### config.mk
export PLATFORM = sky130hd
export DESIGN_NAME = rv64_instruction_encoder
export DESIGN_NICKNAME = d
export VERILOG_FILES = /design/src/rtl/core/rv64ie_pkg.sv /design/src/rtl/core/rv64ie_decode.sv /design/src/rtl/core/rv64ie_pack.sv /design/src/rtl/core/rv64_instruction_encoder.sv
export SDC_FILE = /design/constraint.sdc
export NUM_CORES = 1
export LEC_CHECK = 0
export ABC_AREA = 1
export BUFFER_PORTS_ARGS = -buffer_cell sky130_fd_sc_hd__buf_2
export CORE_MARGIN = 3
export CORE_UTILIZATION = 30
export CTS_CLUSTER_SIZE = 24
export DETAILED_ROUTE_END_ITERATION = 6
export SLEW_MARGIN = 20
export SYNTH_ARGS = -nofsm -noshare
export SYNTH_HDL_FRONTEND = slang
export SYNTH_HIERARCHICAL = 1
export SYNTH_SLANG_ARGS = --single-unit
### constraint.sdc
create_clock -name clk -period 8.8 [get_ports clk]
set_input_delay 0.88 -clock clk [delete_from_list [all_inputs] [get_ports clk]]
set_output_delay 0.88 -clock clk [all_outputs]
set_load 0.02 [all_outputs]
### src/rtl/core/rv64ie_pkg.sv
// ----------------------------------------------------------------------------
// rv64ie package
// field widths, mnemonic codes, opcodes and the decode record
// ----------------------------------------------------------------------------
package rv64ie_pkg;

	localparam int CMD_W  = 6;
	localparam int REG_W  = 5;
	localparam int WORD_W = 32;
	localparam int KIND_W = 2;
	localparam int FMT_W  = 3;
	localparam int OP_W   = 7;
	localparam int F3_W   = 3;
	localparam int F7_W   = 7;

	// formats
	localparam logic [FMT_W-1:0] FMT_R  = 3'd0;
	localparam logic [FMT_W-1:0] FMT_I  = 3'd1;
	localparam logic [FMT_W-1:0] FMT_S  = 3'd2;
	localparam logic [FMT_W-1:0] FMT_SB = 3'd3;
	localparam logic [FMT_W-1:0] FMT_U  = 3'd4;
	localparam logic [FMT_W-1:0] FMT_UJ = 3'd5;

	// operand kinds
	localparam logic [KIND_W-1:0] KIND_IMM   = 2'd0;
	localparam logic [KIND_W-1:0] KIND_LABEL = 2'd1;

	// opcodes
	localparam logic [OP_W-1:0] OP_RR   = 7'b0110011;
	localparam logic [OP_W-1:0] OP_RRW  = 7'b0111011;
	localparam logic [OP_W-1:0] OP_IMM  = 7'b0010011;
	localparam logic [OP_W-1:0] OP_IMMW = 7'b0011011;
	localparam logic [OP_W-1:0] OP_LOAD = 7'b0000011;
	localparam logic [OP_W-1:0] OP_JALR = 7'b1100111;
	localparam logic [OP_W-1:0] OP_STOR = 7'b0100011;
	localparam logic [OP_W-1:0] OP_BRAN = 7'b1100011;
	localparam logic [OP_W-1:0] OP_LUI  = 7'b0110111;
	localparam logic [OP_W-1:0] OP_AUIP = 7'b0010111;
	localparam logic [OP_W-1:0] OP_JAL  = 7'b1101111;

	localparam logic [F7_W-1:0] F7_BASE = 7'b0000000;
	localparam logic [F7_W-1:0] F7_ALT  = 7'b0100000;
	localparam logic [F7_W-1:0] F7_MUL  = 7'b0000001;

	// mnemonic codes
	localparam logic [CMD_W-1:0] CMD_ADD   = 6'd0;
	localparam logic [CMD_W-1:0] CMD_ADDW  = 6'd1;
	localparam logic [CMD_W-1:0] CMD_AND   = 6'd2;
	localparam logic [CMD_W-1:0] CMD_OR    = 6'd3;
	localparam logic [CMD_W-1:0] CMD_SLL   = 6'd4;
	localparam logic [CMD_W-1:0] CMD_SLT   = 6'd5;
	localparam logic [CMD_W-1:0] CMD_SRA   = 6'd6;
	localparam logic [CMD_W-1:0] CMD_SRL   = 6'd7;
	localparam logic [CMD_W-1:0] CMD_SUB   = 6'd8;
	localparam logic [CMD_W-1:0] CMD_SUBW  = 6'd9;
	localparam logic [CMD_W-1:0] CMD_XOR   = 6'd10;
	localparam logic [CMD_W-1:0] CMD_MUL   = 6'd11;
	localparam logic [CMD_W-1:0] CMD_MULW  = 6'd12;
	localparam logic [CMD_W-1:0] CMD_DIV   = 6'd13;
	localparam logic [CMD_W-1:0] CMD_DIVW  = 6'd14;
	localparam logic [CMD_W-1:0] CMD_REM   = 6'd15;
	localparam logic [CMD_W-1:0] CMD_REMW  = 6'd16;
	localparam logic [CMD_W-1:0] CMD_ADDI  = 6'd17;
	localparam logic [CMD_W-1:0] CMD_ADDIW = 6'd18;
	localparam logic [CMD_W-1:0] CMD_ANDI  = 6'd19;
	localparam logic [CMD_W-1:0] CMD_ORI   = 6'd20;
	localparam logic [CMD_W-1:0] CMD_LB    = 6'd21;
	localparam logic [CMD_W-1:0] CMD_LH    = 6'd22;
	localparam logic [CMD_W-1:0] CMD_LW    = 6'd23;
	localparam logic [CMD_W-1:0] CMD_LD    = 6'd24;
	localparam logic [CMD_W-1:0] CMD_JALR  = 6'd25;
	localparam logic [CMD_W-1:0] CMD_SB    = 6'd26;
	localparam logic [CMD_W-1:0] CMD_SH    = 6'd27;
	localparam logic [CMD_W-1:0] CMD_SW    = 6'd28;
	localparam logic [CMD_W-1:0] CMD_SD    = 6'd29;
	localparam logic [CMD_W-1:0] CMD_BEQ   = 6'd30;
	localparam logic [CMD_W-1:0] CMD_BNE   = 6'd31;
	localparam logic [CMD_W-1:0] CMD_BLT   = 6'd32;
	localparam logic [CMD_W-1:0] CMD_BGE   = 6'd33;
	localparam logic [CMD_W-1:0] CMD_LUI   = 6'd34;
	localparam logic [CMD_W-1:0] CMD_AUIPC = 6'd35;
	localparam logic [CMD_W-1:0] CMD_JAL   = 6'd36;

	typedef struct packed {
		logic             known;
		logic [FMT_W-1:0] fmt;
		logic [OP_W-1:0]  opcode;
		logic [F3_W-1:0]  funct3;
		logic [F7_W-1:0]  funct7;
	} dec_t;

endpackage

### src/rtl/core/rv64ie_decode.sv
// ----------------------------------------------------------------------------
// rv64ie decode
// mnemonic code to format, opcode, funct3 and funct7
// ----------------------------------------------------------------------------
module rv64ie_decode (
	input  logic [rv64ie_pkg::CMD_W-1:0] command,
	output rv64ie_pkg::dec_t              dec
);
	import rv64ie_pkg::*;

	always_comb begin
		dec = '{known: 1'b1, fmt: FMT_R, opcode: OP_RR, funct3: 3'd0, funct7: F7_BASE};
		unique case (command) inside
			CMD_ADD, CMD_SLL, CMD_SLT, CMD_SRL, CMD_AND, CMD_OR, CMD_XOR,
			CMD_SRA, CMD_SUB, CMD_MUL, CMD_DIV, CMD_REM: begin
				dec.fmt = FMT_R;
			end
			CMD_ADDW, CMD_SUBW, CMD_MULW, CMD_DIVW, CMD_REMW: begin
				dec.opcode = OP_RRW;
			end
			[CMD_ADDI:CMD_ORI]: begin
				dec.fmt = FMT_I;
				dec.opcode = (command == CMD_ADDIW) ? OP_IMMW : OP_IMM;
			end
			[CMD_LB:CMD_LD]: begin
				dec.fmt = FMT_I;
				dec.opcode = OP_LOAD;
			end
			CMD_JALR: begin
				dec.fmt = FMT_I;
				dec.opcode = OP_JALR;
			end
			[CMD_SB:CMD_SD]: begin
				dec.fmt = FMT_S;
				dec.opcode = OP_STOR;
			end
			[CMD_BEQ:CMD_BGE]: begin
				dec.fmt = FMT_SB;
				dec.opcode = OP_BRAN;
			end
			CMD_LUI: begin
				dec.fmt = FMT_U;
				dec.opcode = OP_LUI;
			end
			CMD_AUIPC: begin
				dec.fmt = FMT_U;
				dec.opcode = OP_AUIP;
			end
			CMD_JAL: begin
				dec.fmt = FMT_UJ;
				dec.opcode = OP_JAL;
			end
			default: begin
				dec.known = 1'b0;
			end
		endcase

		case (command) inside
			CMD_AND, CMD_ANDI:                        dec.funct3 = 3'd7;
			CMD_OR, CMD_REM, CMD_REMW, CMD_ORI:       dec.funct3 = 3'd6;
			CMD_SLL, CMD_LH, CMD_SH, CMD_BNE:         dec.funct3 = 3'd1;
			CMD_SLT, CMD_LW, CMD_SW:                  dec.funct3 = 3'd2;
			CMD_SRA, CMD_SRL, CMD_BGE:                dec.funct3 = 3'd5;
			CMD_XOR, CMD_DIV, CMD_DIVW, CMD_BLT:      dec.funct3 = 3'd4;
			CMD_LD, CMD_SD:                           dec.funct3 = 3'd3;
			default:                                  dec.funct3 = 3'd0;
		endcase

		case (command) inside
			CMD_SRA, CMD_SUB, CMD_SUBW:               dec.funct7 = F7_ALT;
			[CMD_MUL:CMD_REMW]:                       dec.funct7 = F7_MUL;
			default:                                  dec.funct7 = F7_BASE;
		endcase

		if (!dec.known) begin
			dec.opcode = '0;
			dec.funct3 = '0;
			dec.funct7 = '0;
			dec.fmt    = FMT_R;
		end
	end

endmodule

### src/rtl/core/rv64ie_pack.sv
// ----------------------------------------------------------------------------
// rv64ie pack
// immediate selection and instruction word assembly per format
// ----------------------------------------------------------------------------
module rv64ie_pack (
	input  rv64ie_pkg::dec_t               dec,
	input  logic [rv64ie_pkg::REG_W-1:0]   dest_reg,
	input  logic [rv64ie_pkg::REG_W-1:0]   src1_reg,
	input  logic [rv64ie_pkg::REG_W-1:0]   src2_reg,
	input  logic signed [rv64ie_pkg::WORD_W-1:0] imm_value,
	input  logic [rv64ie_pkg::KIND_W-1:0]  operand_kind,
	input  logic [rv64ie_pkg::WORD_W-1:0]  label_address,
	input  logic [rv64ie_pkg::WORD_W-1:0]  pc,
	output logic [rv64ie_pkg::WORD_W-1:0]  word
);
	import rv64ie_pkg::*;

	logic [WORD_W-1:0] imm;
	logic              pc_rel;

	assign pc_rel = (dec.fmt == FMT_SB) || (dec.fmt == FMT_UJ);

	always_comb begin
		case (operand_kind)
			KIND_IMM:   imm = $unsigned(imm_value);
			KIND_LABEL: imm = pc_rel ? (label_address - pc) : label_address;
			default:    imm = '0;
		endcase
	end

	always_comb begin
		word = '0;
		if (dec.known) begin
			case (dec.fmt)
				FMT_R:  word = {dec.funct7, src2_reg, src1_reg, dec.funct3, dest_reg,
					dec.opcode};
				FMT_I:  word = {imm[11:0], src1_reg, dec.funct3, dest_reg, dec.opcode};
				FMT_S:  word = {imm[11:5], src2_reg, src1_reg, dec.funct3, imm[4:0],
					dec.opcode};
				FMT_SB: word = {imm[12], imm[10:5], src2_reg, src1_reg, dec.funct3,
					imm[4:1], imm[11], dec.opcode};
				FMT_U:  word = {imm[31:12], dest_reg, dec.opcode};
				FMT_UJ: word = {imm[20], imm[10:1], imm[11], imm[19:12], dest_reg,
					dec.opcode};
				default: word = '0;
			endcase
		end
	end

endmodule

### src/rtl/core/rv64_instruction_encoder.sv
// ----------------------------------------------------------------------------
// rv64 instruction encoder
// encodes one parsed rv64im instruction into its 32-bit machine word
// ----------------------------------------------------------------------------
// takes one item per clock while results are taken; an accepted item passes
// through the input register and then the result register, the two stages,
// with decode and packing between them, so at most two items are held; a
// stalled result stops the next item only once the input register is full
module rv64_instruction_encoder (
	input  logic                                 clk,
	input  logic                                 arst_n,
	input  logic                                 cmd_valid,
	output logic                                 cmd_ready,
	input  logic [rv64ie_pkg::CMD_W-1:0]         command,
	input  logic [rv64ie_pkg::REG_W-1:0]         dest_reg,
	input  logic [rv64ie_pkg::REG_W-1:0]         src1_reg,
	input  logic [rv64ie_pkg::REG_W-1:0]         src2_reg,
	input  logic signed [rv64ie_pkg::WORD_W-1:0] imm_value,
	input  logic [rv64ie_pkg::KIND_W-1:0]        operand_kind,
	input  logic [rv64ie_pkg::WORD_W-1:0]        label_address,
	input  logic [rv64ie_pkg::WORD_W-1:0]        pc,
	output logic                                 res_valid,
	input  logic                                 res_ready,
	output logic [rv64ie_pkg::WORD_W-1:0]        instr_word,
	output logic [rv64ie_pkg::FMT_W-1:0]         format_code,
	output logic                                 valid_res
);
	import rv64ie_pkg::*;

	logic                     valid_s1;
	logic [CMD_W-1:0]         command_s1;
	logic [REG_W-1:0]         dest_reg_s1;
	logic [REG_W-1:0]         src1_reg_s1;
	logic [REG_W-1:0]         src2_reg_s1;
	logic signed [WORD_W-1:0] imm_value_s1;
	logic [KIND_W-1:0]        operand_kind_s1;
	logic [WORD_W-1:0]        label_address_s1;
	logic [WORD_W-1:0]        pc_s1;

	logic                     valid_s2;
	logic [WORD_W-1:0]        word_s2;
	logic [FMT_W-1:0]         fmt_s2;
	logic                     known_s2;

	dec_t                     dec;
	logic [WORD_W-1:0]        word;
	logic                     load_s2;
	logic                     take;

	assign load_s2   = valid_s1 && (!valid_s2 || res_ready);
	assign cmd_ready = !valid_s1 || load_s2;
	assign take      = cmd_valid && cmd_ready;

	always_ff @(posedge clk or negedge arst_n) begin
		if (!arst_n) begin
			valid_s1 <= 1'b0;
		end else if (take) begin
			valid_s1 <= 1'b1;
		end else if (load_s2) begin
			valid_s1 <= 1'b0;
		end
	end

	always_ff @(posedge clk) begin
		if (take) begin
			command_s1       <= command;
			dest_reg_s1      <= dest_reg;
			src1_reg_s1      <= src1_reg;
			src2_reg_s1      <= src2_reg;
			imm_value_s1     <= imm_value;
			operand_kind_s1  <= operand_kind;
			label_address_s1 <= label_address;
			pc_s1            <= pc;
		end
	end

	rv64ie_decode u_decode (
		.command (command_s1),
		.dec     (dec)
	);

	rv64ie_pack u_pack (
		.dec           (dec),
		.dest_reg      (dest_reg_s1),
		.src1_reg      (src1_reg_s1),
		.src2_reg      (src2_reg_s1),
		.imm_value     (imm_value_s1),
		.operand_kind  (operand_kind_s1),
		.label_address (label_address_s1),
		.pc            (pc_s1),
		.word          (word)
	);

	always_ff @(posedge clk or negedge arst_n) begin
		if (!arst_n) begin
			valid_s2 <= 1'b0;
		end else if (load_s2) begin
			valid_s2 <= 1'b1;
		end else if (res_ready) begin
			valid_s2 <= 1'b0;
		end
	end

	always_ff @(posedge clk) begin
		if (load_s2) begin
			word_s2  <= word;
			fmt_s2   <= dec.fmt;
			known_s2 <= dec.known;
		end
	end

	assign res_valid   = valid_s2;
	assign instr_word  = word_s2;
	assign format_code = fmt_s2;
	assign valid_res   = known_s2;

endmodule

# [Yosys cells after proc, flatten, opt, wreduce, memory -nomap -nowiden]
# Cells that the tools add are included.
[word_totals] register_bits=157 inputBits=123 output_inout_bits=38 word_cells=112
[classes] add_sub_neg=1 order_cmp=10 n_eq_ne=38 n_mux=21 reduce_logical=29
[ops] op="$pmux 32 s6" n=1
[ops] op="$eq 6x5->1 const B" n=12
[ops] op="$pmux 32 s2" n=1
[ops] op="$pmux 7 s9" n=1
[ops] op="$eq 6x4->1 const B" n=8
[ops] op="$mux 32" n=1
[ops] op="$sub 32x32->32" n=1
[ops] op="$eq 6x6->1 const B" n=5
[ops] op="$reduce_or 25->1" n=1
[ops] op="$eq 6x3->1 const B" n=4
[ops] op="$ge 6x5->1 const B" n=4
[ops] op="$le 6x5->1 const B" n=4
[ops] op="$mux 20" n=1
[ops] op="$mux 3" n=6
[ops] op="$pmux 3 s5" n=1
[ops] op="$eq 6x2->1 const B" n=2
[ops] op="$reduce_or 3->1" n=4
[ops] op="$reduce_or 4->1" n=3
[ops] op="$logic_and 1x1->1" n=7
[ops] op="$mux 7" n=1
[ops] op="$eq 3x2->1 const B" n=2
[ops] op="$eq 3x3->1 const B" n=2
[ops] op="$eq 6x1->1 const B" n=1
[ops] op="$ge 6x4->1 const B" n=1
[ops] op="other kinds (14)" n=25

# [Depth between registers and ports, before layout]
[depth] word_depth=15 depth_mapped=21 mapped_depth_nobuf=20

# [By module]
# Netlist, hierarchy kept.
[by_module_without_submodules] mod="rv64_instruction_encoder" n_inst=1 cells_per_inst=167 area_per_inst_um2=4749.6 seq_area_each_um2=4704.5
[by_module_without_submodules] mod="rv64ie_pack" n_inst=1 cells_per_inst=708 area_per_inst_um2=3402.0 seq_area_each_um2=0.0
[by_module_without_submodules] mod="rv64ie_decode" n_inst=1 cells_per_inst=122 area_per_inst_um2=644.4 seq_area_each_um2=0.0

# [Worst setup path after synthesis]
# Ideal clock, no wire load.
[synth_timing] kind="input port to flip-flop" start="input res_ready" end="register command_s1[0] (enable)" setup_ps=472 arrival_ps=3407 required_ps=8328 setup_slack_ps=4921 cell_stages=4 n_path_buf=0 path_cell_list="inv_2 nand3_2 nand2_1 inv_1"
[synth_via] elab_chain_len=4
[synth_rtl] element="start: declaration" line="rv64_instruction_encoder.sv:23" rtl="input logic res_ready,"
[synth_rtl] element="$logic_or 1x1->1" line="rv64_instruction_encoder.sv:50" rtl="assign load_s2 = valid_s1 && (!valid_s2 || res_ready);"
[synth_rtl] element="$logic_and 1x1->1" line="rv64_instruction_encoder.sv:50"
[synth_rtl] element="$logic_or 1x1->1" line="rv64_instruction_encoder.sv:51" rtl="assign cmd_ready = !valid_s1 || load_s2;"
[synth_rtl] element="net cmd_ready" line="rv64_instruction_encoder.sv:13" rtl="output logic cmd_ready,"
[synth_rtl] element="$logic_and 1x1->1" line="rv64_instruction_encoder.sv:52" rtl="assign take = cmd_valid && cmd_ready;"
[synth_rtl] element="net take" line="rv64_instruction_encoder.sv:48" rtl="logic take;"
[synth_rtl] element="end signal: assignment" line="rv64_instruction_encoder.sv:66" rtl="command_s1 <= command;"
[synth_rtl] element="end: declaration" line="rv64_instruction_encoder.sv:31" rtl="logic [CMD_W-1:0] command_s1;"
# The timed path passes the listed nets, and every way through them passes these cells.
# A chain may end at the register's enable or synchronous reset.

==> flow_summary.html <==
<table>
<tr><th>Metric</th><th>Value</th></tr>
<tr><th colspan="2">Routing</th></tr>
<tr><td>Remaining antenna violation count</td><td>0</td></tr>
<tr><td>Violation count after the first detailed-routing iteration</td><td>just under 500</td></tr>
<tr><td>Drc violations</td><td>0</td></tr>
<tr><td>TritonRoute pass-1 iters</td><td>6</td></tr>
<tr><td>Count of vias placed by the detailed router</td><td>around 7,300</td></tr>
<tr><td>Post-Route WL</td><td>about 27,000 microns</td></tr>
<tr><td>Via density per instance</td><td>roughly 4.7</td></tr>
<tr><td>Mean routed wirelength per cell</td><td>17.2 microns</td></tr>
<tr><th colspan="2">Global route</th></tr>
<tr><td>Aggregate global routing overflow</td><td>0</td></tr>
<tr><td>Number of global-route vias before repair</td><td>about 7,000</td></tr>
<tr><td>Initial antenna violation count</td><td>0</td></tr>
<tr><td>Global-route wire length before repair</td><td>40,200 microns</td></tr>
<tr><td>Maximum number of pins on one net before global-route repair</td><td>64</td></tr>
<tr><td>GRT Overall Usage</td><td>0.170</td></tr>
<tr><th colspan="2">Cells and area</th></tr>
<tr><td>Proportion of layout cells with a drive suffix above 1</td><td>0.207</td></tr>
<tr><td>Most frequent standard cell in the layout excluding fill and tap cells</td><td>sky130_fd_sc_hd__nand2_1</td></tr>
<tr><td>Commonest cells after routing, fill and taps aside</td><td>sky130_fd_sc_hd__nand2_1, sky130_fd_sc_hd__buf_2, sky130_fd_sc_hd__edfxtp_1</td></tr>
<tr><td>Final net count</td><td>1,317</td></tr>
<tr><td>Final Non-Filler Cells</td><td>roughly 1,600</td></tr>
<tr><td>Number of fill cells in the layout</td><td>between 2,000 and 3,000</td></tr>
<tr><td>Multi-input combinational cell area</td><td>between 3000 and 4000 sq um</td></tr>
<tr><td>Area taken by flip-flops and latches</td><td>roughly 4700 sq um</td></tr>
<tr><td>Number of diodes added for antenna fixing</td><td>0</td></tr>
<tr><td>Layout overhead on the synthesized area</td><td>20.3%</td></tr>
<tr><th colspan="2">Clock tree</th></tr>
<tr><td>Root Buffer</td><td>sky130_fd_sc_hd__clkbuf_16</td></tr>
<tr><td>Number of buffers added for setup after CTS</td><td>0</td></tr>
<tr><td>Inserted Clock Buffers</td><td>17</td></tr>
<tr><td>Gates resized, CTS repair</td><td>0</td></tr>
<tr><td>Clock slew seen by the registers of the worst setup and hold paths</td><td>roughly 0.08 ns</td></tr>
<tr><td># clock sinks</td><td>~160</td></tr>
<tr><td>Number of hold-repair buffers added at the cts stage</td><td>0</td></tr>
<tr><td>TritonCTS clock tree</td><td>yes</td></tr>
<tr><td>Number of H-tree levels</td><td>4</td></tr>
<tr><td>Longest Clk Path Bufs</td><td>2</td></tr>
<tr><td>Worst skew pair latency</td><td>around 0.44 ns</td></tr>
<tr><th colspan="2">Setup path</th></tr>
<tr><td>CP Cell Sequence</td><td>nor2_4, nand3_1, nand3_1, nand2_1, nand2_1, or2_1, inv_1, nor2_2, nor2_4, inv_2, nand3_1, a32oi_1, nor2_1, a21oi_1, a21oi_1</td></tr>
<tr><td>Crit path launch</td><td>command_s1[2]</td></tr>
<tr><td>Dominant cell type by count on the critical path</td><td>sky130_fd_sc_hd__nand3_1</td></tr>
<tr><td>Worst Reg2Reg Path Length in Cells</td><td>15</td></tr>
<tr><td>Setup slack, reg-to-reg</td><td>between 5 and 6 ns</td></tr>
<tr><td>Required @ worst endpoint</td><td>around 9.0 ns</td></tr>
<tr><td>Slowest library cell on the worst path</td><td>sky130_fd_sc_hd__inv_2</td></tr>
<tr><td>Data arrival time of the critical path</td><td>around 3.8 ns</td></tr>
<tr><td>Worst r2r dst</td><td>instr_word[23]</td></tr>
<tr><td>Maximum cell stage delay along the critical path</td><td>around 0.59 ns</td></tr>
<tr><td>Worst Setup End Kind</td><td>flop</td></tr>
<tr><td>Setup crit start kind</td><td>flop</td></tr>
<tr><td>Crit-path max FO</td><td>slightly below 50</td></tr>
<tr><td>Setup CP Type</td><td>reg2reg</td></tr>
<tr><td>Launching point of the worst reg2reg path</td><td>command_s1[2]</td></tr>
<tr><td>Capture point of the critical path</td><td>instr_word[23]</td></tr>
<tr><th colspan="2">STA</th></tr>
<tr><td>Unrepaired setup endpoints after global routing</td><td>false</td></tr>
<tr><td>Least-Margin Pin Slew</td><td>0.972 ns</td></tr>
<tr><td>Accumulated negative setup slack</td><td>0 ns</td></tr>
<tr><td>Final Hold Fails</td><td>0</td></tr>
<tr><td># setup viols final</td><td>0</td></tr>
<tr><td>Worst-case clock skew</td><td>around 0.014 ns</td></tr>
<tr><td>Max-slew headroom at the worst pin</td><td>0.347</td></tr>
<tr><td>Post-route fraction of the period consumed by the critical path</td><td>0.417</td></tr>
<tr><td>Final Max Tran Viols</td><td>0</td></tr>
<tr><td>Highest attainable clock frequency</td><td>between 0.2 and 0.3 GHz</td></tr>
<tr><td>Min Tclk post-route</td><td>3.67 ns</td></tr>
<tr><th colspan="2">Floorplanning</th></tr>
<tr><td>Effective utilization at floorplan</td><td>0.306</td></tr>
<tr><td>Boundary Pins</td><td>161</td></tr>
<tr><td>Count of standard-cell rows</td><td>slightly above 60</td></tr>
<tr><td>Area of the die</td><td>between 30,000 and 40,000 sq um</td></tr>
<tr><td>Placeable Area</td><td>between 20,000 and 30,000 sq um</td></tr>
<tr><td>Width of the die</td><td>177 microns</td></tr>
<tr><td>Height of the chip</td><td>roughly 180 microns</td></tr>
<tr><th colspan="2">Placement</th></tr>
<tr><td>HPWL after DPL</td><td>20,800 microns</td></tr>
<tr><td>Cells after DPL</td><td>around 1,500</td></tr>
<tr><td>Port Buffer Count</td><td>160</td></tr>
<tr><td>Final estimated routing congestion in global placement</td><td>between 0.9 and 1</td></tr>
<tr><th colspan="2">Run</th></tr>
<tr><td>Number of maximum-capacitance violations</td><td>0</td></tr>
<tr><th colspan="2">Synth</th></tr>
<tr><td>Fraction of the yosys area taken by sequential cells</td><td>0.535</td></tr>
<tr><td>Number of enable flip-flop cells after synthesis</td><td>~160</td></tr>
<tr><td>Post-synthesis async set-or-reset flop share</td><td>0.0127</td></tr>
<tr><td>Flip-flop and latch count after synthesis</td><td>about 160</td></tr>
<tr><td>Mean instance size in the synthesized netlist</td><td>about 8.8 sq um</td></tr>
<tr><td>Syn Std Cell Area</td><td>just under 9000 sq um</td></tr>
<tr><td>Yosys Warn Count</td><td>6</td></tr>
<tr><td>Commonest register cell after synthesis</td><td>sky130_fd_sc_hd__edfxtp_1</td></tr>
<tr><td>Distinct cell type count of the synthesized netlist</td><td>51</td></tr>
<tr><td>Cell count after synthesis</td><td>roughly 1,000</td></tr>
<tr><th colspan="2">Outcome</th></tr>
<tr><td>Run status</td><td>completed</td></tr>
<tr><th colspan="2">Power</th></tr>
<tr><td>Maximum vdd ir drop</td><td>approximately 0.11 mV</td></tr>
<tr><td>Power per Cell Area</td><td>about 190 nW/um^2</td></tr>
<tr><td>Leak Pwr</td><td>4.84 nW</td></tr>
<tr><th colspan="2">Hold path</th></tr>
<tr><td>Path type of the worst min-delay path</td><td>in2async</td></tr>
</table>
power by group:
part | internal (mW) | switching [mW]
sequential | 0.893 | 0.0332
combinational | 0.124 | 0.257
clock | 0.376 | 0.348
total | 1.39 | 0.639
cells by family after synthesis:
kind of cell	after synthesis	synth area share
other	1	0.000426
and+or+nand+nor	469	0.229
adders and majority gates	32	0.0464
AOI/OAI and AO/OA	154	0.101
DFF	157	0.535
buffers and inverters	176	0.0808
xor gates and xnor gates	8	0.00797
registers in the layout, summed over array words and instances, names as in the netlist:
name,flops
valid_res,1
operand_kind_s1,2
dest_reg_s1,5
src2_reg_s1,5
src1_reg_s1,5
command_s1,6
pc_s1,32
label_address_s1,32
valid_s1,1
imm_value_s1,32
format_code,3
instr_word,32
res_valid,1
worst max-delay path, delay by kind of cell (launching register included):
kind	cells	cell delay, ns
and+or+nand+nor	10	1.70
buffers and inverters	2	0.68
DFF	1	0.51
AOI/OAI and AO/OA	3	0.49
cells in the mapped netlist (3+ instances only):
cell type,n,share of area
sky130_fd_sc_hd__nand4_1,12,0.0085
sky130_fd_sc_hd__a21oi_1,61,0.035
sky130_fd_sc_hd__a21o_1,4,0.0034
sky130_fd_sc_hd__nand2_1,285,0.12
sky130_fd_sc_hd__o21ai_1,8,0.0046
sky130_fd_sc_hd__a22oi_1,7,0.0060
sky130_fd_sc_hd__buf_2,3,0.0017
sky130_fd_sc_hd__o22ai_1,4,0.0028
sky130_fd_sc_hd__nor2_2,6,0.0043
sky130_fd_sc_hd__nand3_1,53,0.030
sky130_fd_sc_hd__ha_1,31,0.044
sky130_fd_sc_hd__xor2_1,7,0.0070
sky130_fd_sc_hd__nor2_1,75,0.032
sky130_fd_sc_hd__inv_2,13,0.0055
sky130_fd_sc_hd__nor3_1,5,0.0028
sky130_fd_sc_hd__nand2_2,6,0.0043
sky130_fd_sc_hd__edfxtp_1,155,0.53
sky130_fd_sc_hd__o211ai_1,4,0.0034
sky130_fd_sc_hd__and2_1,5,0.0036
sky130_fd_sc_hd__buf_4,8,0.0068
sky130_fd_sc_hd__o21bai_1,10,0.0085
sky130_fd_sc_hd__inv_1,138,0.059
sky130_fd_sc_hd__o21ai_0,42,0.024
sky130_fd_sc_hd__nand3_2,4,0.0046
sky130_fd_sc_hd__nor2_4,5,0.0064
sky130_fd_sc_hd__clkbuf_1,10,0.0043
through the flow:
stage	cell area (sq um)	total power [mW]	hold WS [ns]	setup slack (ns)	utilization
after global placement	10000	1.32	0.509	5.26	0.348
after CTS	10600	2.05	0.195	5.13	0.368
after global routing	10600	2.13	0.193	4.73	0.368
final	10600	2.03	0.212	5.13	0.368
after floorplan	8810	1.19	0.467	4.92	-
after detailed placement	10000	1.32	0.539	5.15	0.348
metal layers:
metal | vias up | share of wire | track usage
met2 | 241 | 0.46 | 0.274
met4 | 0 | 0.033 | 0.0697
met1 | 3345 | 0.45 | 0.222
li1 | 3637 | - | -
met5 | - | 0 | 0
met3 | 46 | 0.058 | 0.0350
cell type report:
| class | count | share of cell area |
|---|---|---|
| Timing Repair Buffer | 166 | 0.0799 |
| Tap cell | 384 | 0.0454 |
| Clock inverter | 15 | 0.0138 |
| Multi-Input combinational cell | 668 | 0.322 |
| Clock buffer | 17 | 0.0402 |
| Inverter | 152 | 0.0541 |
| Sequential cell | 157 | 0.444 |
how the worst min path moves through the flow:
stage	cells after the start	end	from
6_report	1	res_valid	arst_n
5_1_grt	1	res_valid	arst_n
4_1_cts	1	res_valid	arst_n
3_5_place_dp	2	res_valid	valid_s1
3_3_place_gp	2	res_valid	valid_s1
2_1_floorplan	2	res_valid	valid_s1
(Power assumes the default switching activity.)
